<file path="config.mk">
export PLATFORM = sky130hd
export DESIGN_NAME = sv39_page_table_walker_unit
export DESIGN_NICKNAME = d
export VERILOG_FILES = /design/src/design/sv39ptw_pkg.sv /design/src/design/sv39ptw_front.sv /design/src/design/sv39ptw_queue.sv /design/src/design/sv39ptw_back.sv /design/src/design/sv39_page_table_walker_unit.sv
export VERILOG_INCLUDE_DIRS = /design/src /design/src/design
export SDC_FILE = /design/constraint.sdc
export NUM_CORES = 1
export LEC_CHECK = 0
export BUFFER_PORTS_ARGS = -buffer_cell sky130_fd_sc_hd__buf_2
export CAP_MARGIN = 20
export CORE_ASPECT_RATIO = 1.4
export CORE_MARGIN = 3
export CORE_UTILIZATION = 39
export DETAILED_ROUTE_END_ITERATION = 8
export GPL_TIMING_DRIVEN = 0
export MAX_ROUTING_LAYER = met4
export SETUP_SLACK_MARGIN = 0.15
export SYNTH_ARGS = -nofsm -noshare
export SYNTH_HDL_FRONTEND = slang
export SYNTH_SLANG_ARGS = --single-unit
export TNS_END_PERCENT = 50
</file>
<file path="constraint.sdc">
create_clock -name clk -period 7.2 [get_ports clk]
set_clock_uncertainty 0.1 [all_clocks]
set_input_delay 1.08 -clock clk [delete_from_list [all_inputs] [get_ports clk]]
set_output_delay 1.08 -clock clk [all_outputs]
set_load 0.02 [all_outputs]
</file>
<file path="src/design/sv39_page_table_walker_unit_assert.svh">
// ----------------------------------------------------------------------------
// Assertion macros for the Sv39 page table walker
// Clocked implication checks with synchronous active-low reset disable.
// ----------------------------------------------------------------------------
`ifndef SV39_PAGE_TABLE_WALKER_UNIT_ASSERT_SVH
`define SV39_PAGE_TABLE_WALKER_UNIT_ASSERT_SVH

// same-cycle implication
`define SV39PTW_ASSERT_IMPL(label, clk, rst_n, ante, cons, msg) \
  label: assert property (@(posedge clk) disable iff (!rst_n) (ante) |-> (cons)) \
    else $error(msg);

// next-cycle implication
`define SV39PTW_ASSERT_NEXT(label, clk, rst_n, ante, cons, msg) \
  label: assert property (@(posedge clk) disable iff (!rst_n) (ante) |=> (cons)) \
    else $error(msg);

`endif

</file>
<file path="src/design/sv39ptw_pkg.sv">
// ----------------------------------------------------------------------------
// Sv39 page table walker package
// Widths, codes and payload types shared by the walker modules.
// ----------------------------------------------------------------------------
package sv39ptw_pkg;

  localparam int LEVELS     = 3;
  localparam int IDX_W      = 9;
  localparam int PAGE_SHIFT = 12;
  localparam int PPN_W      = 44;
  localparam int ADDR_W     = 56;
  localparam int DATA_W     = 64;
  localparam int VPN_W      = IDX_W * LEVELS;
  localparam int VA_TOP     = VPN_W + PAGE_SHIFT - 1;
  localparam int LEVEL_W    = (LEVELS > 2) ? $clog2(LEVELS) : 1;
  localparam int Q_DEPTH    = 2;
  localparam int Q_PTR_W    = $clog2(Q_DEPTH);
  localparam int Q_CNT_W    = $clog2(Q_DEPTH + 1);

  localparam int PTE_V_BIT   = 0;
  localparam int PTE_U_BIT   = 4;
  localparam int PTE_PPN_LSB = 10;

  localparam logic OP_TRANSLATE = 1'b0;
  localparam logic OP_DATA      = 1'b1;

  localparam logic KIND_READ = 1'b0;
  localparam logic KIND_DONE = 1'b1;

  localparam logic [2:0] ST_OK        = 3'd0;
  localparam logic [2:0] ST_RANGE     = 3'd1;
  localparam logic [2:0] ST_UPPER_INV = 3'd2;
  localparam logic [2:0] ST_LEAF_INV  = 3'd3;
  localparam logic [2:0] ST_NOT_USER  = 3'd4;

  typedef struct packed {
    logic              opcode;
    logic [DATA_W-1:0] virt_addr;
    logic [DATA_W-1:0] entry_data;
  } in_item_t;

  typedef struct packed {
    logic              result_kind;
    logic [ADDR_W-1:0] entry_addr;
    logic [2:0]        status;
    logic [ADDR_W-1:0] phys_page_addr;
  } out_item_t;

  typedef struct packed {
    logic             is_data;
    logic             fault;
    logic [VPN_W-1:0] vpn;
    logic [PPN_W-1:0] ppn;
    logic             pte_v;
    logic             pte_u;
  } q_item_t;

endpackage

</file>
<file path="src/design/sv39ptw_front.sv">
// ----------------------------------------------------------------------------
// Sv39 walker front end
// Accepts requests and classifies them into compact queue entries.
// ----------------------------------------------------------------------------
module sv39ptw_front (
  input  logic                 in_valid,
  output logic                 in_ready,
  input  sv39ptw_pkg::in_item_t in_data,
  input  logic                 q_full,
  output logic                 q_push,
  output sv39ptw_pkg::q_item_t q_push_item
);
  import sv39ptw_pkg::*;

  assign in_ready = !q_full;
  assign q_push   = in_valid && !q_full;

  always_comb begin
    q_push_item.is_data = (in_data.opcode == OP_DATA);
    q_push_item.fault   = |in_data.virt_addr[DATA_W-1:VA_TOP];
    q_push_item.vpn     = in_data.virt_addr[PAGE_SHIFT +: VPN_W];
    q_push_item.ppn     = in_data.entry_data[PTE_PPN_LSB +: PPN_W];
    q_push_item.pte_v   = in_data.entry_data[PTE_V_BIT];
    q_push_item.pte_u   = in_data.entry_data[PTE_U_BIT];
  end

endmodule

</file>
<file path="src/design/sv39ptw_queue.sv">
// ----------------------------------------------------------------------------
// Sv39 walker request queue
// Short FIFO of classified requests between front and back end.
// ----------------------------------------------------------------------------
module sv39ptw_queue (
  input  logic                 clk,
  input  logic                 rst_n,
  input  logic                 push,
  input  sv39ptw_pkg::q_item_t push_item,
  output logic                 full,
  input  logic                 pop,
  output logic                 head_valid,
  output sv39ptw_pkg::q_item_t head_item
);
  import sv39ptw_pkg::*;

  q_item_t              mem_r [Q_DEPTH];
  logic [Q_PTR_W-1:0]   wr_ptr_r, wr_ptr_nxt;
  logic [Q_PTR_W-1:0]   rd_ptr_r, rd_ptr_nxt;
  logic [Q_CNT_W-1:0]   cnt_r, cnt_nxt;
  logic                 do_push, do_pop;

  assign full       = (cnt_r == Q_CNT_W'(Q_DEPTH));
  assign head_valid = (cnt_r != '0);
  assign head_item  = mem_r[rd_ptr_r];
  assign do_push    = push && !full;
  assign do_pop     = pop && head_valid;

  always_comb begin
    wr_ptr_nxt = wr_ptr_r;
    rd_ptr_nxt = rd_ptr_r;
    cnt_nxt    = cnt_r;
    if (do_push) begin
      wr_ptr_nxt = (wr_ptr_r == Q_PTR_W'(Q_DEPTH - 1)) ? '0 : wr_ptr_r + 1'b1;
    end
    if (do_pop) begin
      rd_ptr_nxt = (rd_ptr_r == Q_PTR_W'(Q_DEPTH - 1)) ? '0 : rd_ptr_r + 1'b1;
    end
    case ({do_push, do_pop})
      2'b10:   cnt_nxt = cnt_r + 1'b1;
      2'b01:   cnt_nxt = cnt_r - 1'b1;
      default: cnt_nxt = cnt_r;
    endcase
  end

  always_ff @(posedge clk) begin
    if (!rst_n) begin
      wr_ptr_r <= '0;
      rd_ptr_r <= '0;
      cnt_r    <= '0;
    end else begin
      wr_ptr_r <= wr_ptr_nxt;
      rd_ptr_r <= rd_ptr_nxt;
      cnt_r    <= cnt_nxt;
    end
  end

  always_ff @(posedge clk) begin
    if (do_push) begin
      mem_r[wr_ptr_r] <= push_item;
    end
  end

endmodule

</file>
<file path="src/design/sv39ptw_back.sv">
// ----------------------------------------------------------------------------
// Sv39 walker back end
// Walk state machine and registered result stage.
// ----------------------------------------------------------------------------
`include "sv39_page_table_walker_unit_assert.svh"

module sv39ptw_back (
  input  logic                          clk,
  input  logic                          rst_n,
  input  logic [sv39ptw_pkg::PPN_W-1:0] root_ppn,
  input  logic                          q_valid,
  input  sv39ptw_pkg::q_item_t          q_item,
  output logic                          q_pop,
  output logic                          out_valid,
  input  logic                          out_ready,
  output sv39ptw_pkg::out_item_t        out_data
);
  import sv39ptw_pkg::*;

  localparam logic [LEVEL_W-1:0] LEVEL_TOP = LEVEL_W'(LEVELS - 1);

  logic               busy_r, busy_nxt;
  logic [LEVEL_W-1:0] level_r, level_nxt;
  logic [VPN_W-1:0]   vpn_r, vpn_nxt;
  logic               out_valid_r, out_valid_nxt;
  out_item_t          out_data_r, out_data_nxt;
  logic               out_free, take, emit;
  out_item_t          res;

  function automatic logic [IDX_W-1:0] vpn_index(input logic [VPN_W-1:0] vpn,
                                                 input logic [LEVEL_W-1:0] lvl);
    logic [IDX_W-1:0] idx;
    idx = '0;
    for (int i = 0; i < LEVELS; i++) begin
      if (lvl == LEVEL_W'(i)) idx = vpn[i*IDX_W +: IDX_W];
    end
    return idx;
  endfunction

  assign out_free  = !out_valid_r || out_ready;
  assign take      = q_valid && out_free;
  assign q_pop     = take;
  assign out_valid = out_valid_r;
  assign out_data  = out_data_r;

  always_comb begin
    busy_nxt      = busy_r;
    level_nxt     = level_r;
    vpn_nxt       = vpn_r;
    out_valid_nxt = out_valid_r;
    out_data_nxt  = out_data_r;
    emit          = 1'b0;
    res           = '0;
    if (take) begin
      if (!q_item.is_data) begin
        if (!busy_r) begin
          emit = 1'b1;
          if (q_item.fault) begin
            res.result_kind = KIND_DONE;
            res.status      = ST_RANGE;
          end else begin
            vpn_nxt         = q_item.vpn;
            level_nxt       = LEVEL_TOP;
            busy_nxt        = 1'b1;
            res.result_kind = KIND_READ;
            res.entry_addr  = {root_ppn, vpn_index(q_item.vpn, LEVEL_TOP), 3'b000};
          end
        end
      end else if (busy_r) begin
        emit = 1'b1;
        if (level_r != '0) begin
          if (!q_item.pte_v) begin
            res.result_kind = KIND_DONE;
            res.status      = ST_UPPER_INV;
          end else begin
            level_nxt       = level_r - 1'b1;
            res.result_kind = KIND_READ;
            res.entry_addr  = {q_item.ppn, vpn_index(vpn_r, level_r - 1'b1), 3'b000};
          end
        end else begin
          res.result_kind = KIND_DONE;
          if (!q_item.pte_v) begin
            res.status = ST_LEAF_INV;
          end else if (!q_item.pte_u) begin
            res.status = ST_NOT_USER;
          end else begin
            res.status         = ST_OK;
            res.phys_page_addr = {q_item.ppn, PAGE_SHIFT'(0)};
          end
        end
      end
      if (emit && res.result_kind == KIND_DONE) begin
        busy_nxt  = 1'b0;
        level_nxt = '0;
      end
    end
    if (out_free) begin
      out_valid_nxt = take && emit;
      if (take && emit) out_data_nxt = res;
    end
  end

  always_ff @(posedge clk) begin
    if (!rst_n) begin
      busy_r      <= 1'b0;
      level_r     <= '0;
      vpn_r       <= '0;
      out_valid_r <= 1'b0;
    end else begin
      busy_r      <= busy_nxt;
      level_r     <= level_nxt;
      vpn_r       <= vpn_nxt;
      out_valid_r <= out_valid_nxt;
    end
    out_data_r <= out_data_nxt;
  end

  `SV39PTW_ASSERT_NEXT(a_done_clears_busy, clk, rst_n,
    take && emit && res.result_kind == KIND_DONE, !busy_r, "walk still busy after done")
  `SV39PTW_ASSERT_IMPL(a_idle_level_zero, clk, rst_n,
    !busy_r, level_r == '0, "idle walker holds nonzero level")
  `SV39PTW_ASSERT_IMPL(a_read_while_busy, clk, rst_n,
    out_valid_r && out_data_r.result_kind == KIND_READ, busy_r, "read request without walk")
  `SV39PTW_ASSERT_IMPL(a_level_bound, clk, rst_n,
    busy_r, level_r <= LEVEL_TOP, "walk level out of range")

endmodule

</file>
<file path="src/design/sv39_page_table_walker_unit.sv">
// ----------------------------------------------------------------------------
// Sv39 page table walker
// Three-level walk: range check, entry read requests, leaf permission check.
// ----------------------------------------------------------------------------
//  channel  ports                        direction
//  in       in_valid/in_ready/in_data    requests: translate or table entry
//  out      out_valid/out_ready/out_data entry reads and finished translations
//  cfg      cfg_we/cfg_wdata             root table page number
//
//  One request per cycle while the queue has room; each passes the front
//  end, a two-entry queue and the walk stage, and out_valid comes from the
//  registered result stage.
//  The walk stage sets the rate: one queue entry retires per cycle while the
//  result register is free or being taken.
//  Synchronous active-low reset empties the queue and idles the walk.
//  A stalled result holds the walk stage; the queue absorbs two requests.
// ----------------------------------------------------------------------------
module sv39_page_table_walker_unit (
  input  logic                          clk,
  input  logic                          rst_n,
  input  logic                          cfg_we,
  input  logic [sv39ptw_pkg::PPN_W-1:0] cfg_wdata,
  input  logic                          in_valid,
  output logic                          in_ready,
  input  sv39ptw_pkg::in_item_t         in_data,
  output logic                          out_valid,
  input  logic                          out_ready,
  output sv39ptw_pkg::out_item_t        out_data
);
  import sv39ptw_pkg::*;

  logic [PPN_W-1:0] root_ppn_r;
  logic             q_full, q_push, q_pop, q_valid;
  q_item_t          q_push_item, q_head;

  always_ff @(posedge clk) begin
    if (!rst_n) begin
      root_ppn_r <= '0;
    end else if (cfg_we) begin
      root_ppn_r <= cfg_wdata;
    end
  end

  sv39ptw_front u_front (
    .in_valid    (in_valid),
    .in_ready    (in_ready),
    .in_data     (in_data),
    .q_full      (q_full),
    .q_push      (q_push),
    .q_push_item (q_push_item)
  );

  sv39ptw_queue u_queue (
    .clk        (clk),
    .rst_n      (rst_n),
    .push       (q_push),
    .push_item  (q_push_item),
    .full       (q_full),
    .pop        (q_pop),
    .head_valid (q_valid),
    .head_item  (q_head)
  );

  sv39ptw_back u_back (
    .clk       (clk),
    .rst_n     (rst_n),
    .root_ppn  (root_ppn_r),
    .q_valid   (q_valid),
    .q_item    (q_head),
    .q_pop     (q_pop),
    .out_valid (out_valid),
    .out_ready (out_ready),
    .out_data  (out_data)
  );

endmodule

</file>
==> metrics.yaml <==
status: "finished clean"
seq_power_share_pct: 45.2
fin_area_um2: 16000
drive_above_1_share_pct: 31.7
hold_viol: 0
core_um2: 32400
irDropWorstVdd_v: 0.000199
wl_mm: 30.3
grt_pass1_wl_mm: 45.5
p_leak_nw: 6.31
cts_tree: "done"
cts_hold_buf: 0
cts_buffer_depth: 3
slew_headroom_pct: 51.0
critPathArrivalTime_ns: 3.22
worst_setup_path_start_kind: "input port"
die_h_um: 221
utilization_pct: 49.3
synthesis.area_um2: 12800
crit_family: "simple AND/OR/NAND/NOR gates"
finalSetupViolations: 0
yosys_register_bits: 331
crit_path_end_kind: "flip-flop"
clkPwrFrac_pct: 30.8
initial_core_util_pct: 39.6
port_buffers: 248
p_per_area_nw_per_um2: 351
slew_violations: 0
power.share.combinational_pct: 24.0
grt_overflow_total: 0
drc_errors: 0
vias_per_cell: 4.77
synthesis.instances: 834
cts_resized: 0
die-width_um: 159
cpPeakStageDelay_ns: 0.55
antenna_found_initial: 5
cts_buffers: 34
pin_count: 296
wl_per_cell_um: 18.8
final_nets: 1324
cap_violations: 0
cpMaxStageDelayCell: "nor2b_1"
cp.required_ns: 7.54
period_share_pct: 40.0
p_int_mw: 3.94
root_buffer: "clkbuf_16"
cts_num_sinks: 331
critical_path_class: "input port to flip-flop"
synth_area_per_cell_um2: 15.4
grt_pass1_vias: 7789
drt_pre_antenna_iters: 4
areaGrowthSynthToFinish_pct: 24.4
h-tree-depth: 2
async_flop_share_pct: 0
fmax_mhz: 347
startpoint: "out_ready"
synth_ff_type: "edfxtp_1"
dieArea_um2: 35100
path_buf_inv: 3
drt_iter0_drc: 357
netSwitchingFraction_pct: 29.8
hp-class: "flip-flop to flip-flop"
gp_congestion: 0.825
hpwl_mm: 21.9
num_vias: 7681
grt_max_degree: 39
synth_top_cell_area_share_pct: 58.7
netlist_top_cells_area: "edfxtp_1 59%, dfxtp_1 12%, mux2i_1 9.1%"
seq_area_frac_synth_pct: 71.2
crit_fanout: 6
ys_warn_count: 0
crit_chain: "buf_2 > nor2b_1 > or2_2 > clkbuf_1 > inv_1 > ha_1 > or3_1 > a21boi_0"
yosys.area.top_type: "edfxtp_1"
rows: 78
yosys.cell_count.top_type: "edfxtp_1"
p_sw_mw: 1.67
gr-usage-all-layers_pct: 17.5
antenna_left: 0
ys_top_cells_by_count: "251 x edfxtp_1, 117 x mux2i_1, 80 x dfxtp_1"
worst_pin_slew_ns: 0.735
cts_setup_buffers: 0
fin_setup_tns_ns: 0
synth_edf_count: 251
rsz0062_at_grt: "no"
place_area_um2: 14900
period_minus_slack_ns: 2.88
clk_latency_ns: 0.51
final.fill_count: 2864
hp-start: "u_back.vpn_r[7]"
yosysUniqueCellTypes: 53
r2r-start: "u_back.out_valid"
clk_pin_slew_ns: 0.06
[final cells by class]
type | count | area (um2) | share of cell area, %
Antenna cell | 5 | 12.5 | 0.0784
Buffer | 68 | 394 | 2.47
Clock buffer | 44 | 930 | 5.82
Clock inverter | 17 | 166 | 1.04
Inverter | 6 | 22.5 | 0.141
Multi-Input combinational cell | 443 | 3350 | 21.0
Sequential cell | 331 | 9140 | 57.3
Tap cell | 440 | 551 | 3.45
Timing Repair Buffer | 255 | 1400 | 8.75
[worst reg2reg max path, stage by stage (launching register included)]
cell	delay (ns)
dfxtp_1	0.33
nor2b_1	0.59
or2_2	0.22
clkbuf_1	0.31
inv_1	0.12
ha_1	0.34
or3_1	0.34
a21boi_0	0.15
[routing by layer]
layer  vias to the layer above  GRT usage (%)  wire length (um)
li1                       3751              -                 -
met5                         -              -                 0
met3                        55           3.43              1550
met2                       227           31.9             16300
met4                         0           6.22               905
met1                      3648           19.1             11600
[power groups by stage]
stage	combinational, mW	sequential [mW]	clock (mW)
2_1_floorplan	0.673	2.80	0
3_3_place_gp	1.28	2.65	0
3_5_place_dp	1.37	2.57	0
4_1_cts	1.37	2.54	1.77
5_1_grt	1.46	2.56	1.85
6_report	1.34	2.53	1.73
[registers in the layout, summed over array words and instances (netlist names), named ones only]
register,flops
root_ppn_r,44
u_back.busy_r,1
u_back.level_r,2
u_back.out_data,101
u_back.out_valid,1
u_back.vpn_r,27
u_queue.cnt_r,2
u_queue.mem_r,150
u_queue.rd_ptr_r,1
u_queue.wr_ptr_r,1
[logic make-up (layout without fill, tap and decap cells)]
group / after synthesis / after routing / share of synthesized area, %
other: 1 / 20 / 0.0292
AOI/OAI and AO/OA: 117 / 117 / 7.41
adders and majority gates: 7 / 7 / 0.682
muxes: 120 / 120 / 9.50
buffers and inverters: 74 / 390 / 3.25
DFF: 331 / 331 / 71.2
and+or+nand+nor: 180 / 180 / 7.64
xor gates and xnor gates: 4 / 4 / 0.273
[per-stage QoR]
stage | total power, mW | hold slack [ns] | setup WS (ns) | cells
after floorplan | 3.47 | 0.368 | 0.662 | 848
after global routing | 5.87 | 0.418 | 4.17 | 1609
final | 5.61 | 0.400 | 4.32 | 1609
after CTS | 5.68 | 0.403 | 4.33 | 1604
after detailed placement | 3.94 | 0.387 | 3.79 | 1543
after global placement | 3.93 | 0.380 | -1.96 | 1536
[placed cells by master, fill, tap and decap left out, types with 5 or more instances in the layout]
| master | n |
|---|---|
| buf_2 | 272 |
| edfxtp_1 | 251 |
| mux2i_1 | 117 |
| dfxtp_1 | 80 |
| nor2_1 | 47 |
| nor2b_1 | 46 |
| o2bb2ai_1 | 44 |
| clkbuf_16 | 35 |
| nand3_1 | 29 |
| o211a_1 | 27 |
| clkbuf_1 | 26 |
| buf_4 | 21 |
| a21oi_1 | 20 |
| nand2_1 | 15 |
| conb_1 | 15 |
| nand3b_1 | 9 |
| o22ai_1 | 9 |
| o21ai_0 | 7 |
| ha_1 | 7 |
| nor4_1 | 6 |
| clkinv_1 | 6 |
| diode_2 | 5 |
| inv_1 | 5 |
| buf_12 | 5 |
[worst paths after layout]
path,slack [ns],cells after the start,to
setup / recovery,4.32,8,u_queue.cnt_r[1]
hold / removal,0.40,1,u_back.vpn_r[7]
setup reg to reg,4.62,7,u_queue.cnt_r[1]
hold reg to reg,0.40,1,u_back.vpn_r[7]
Note: power is estimated with default switching activity, not from simulation.
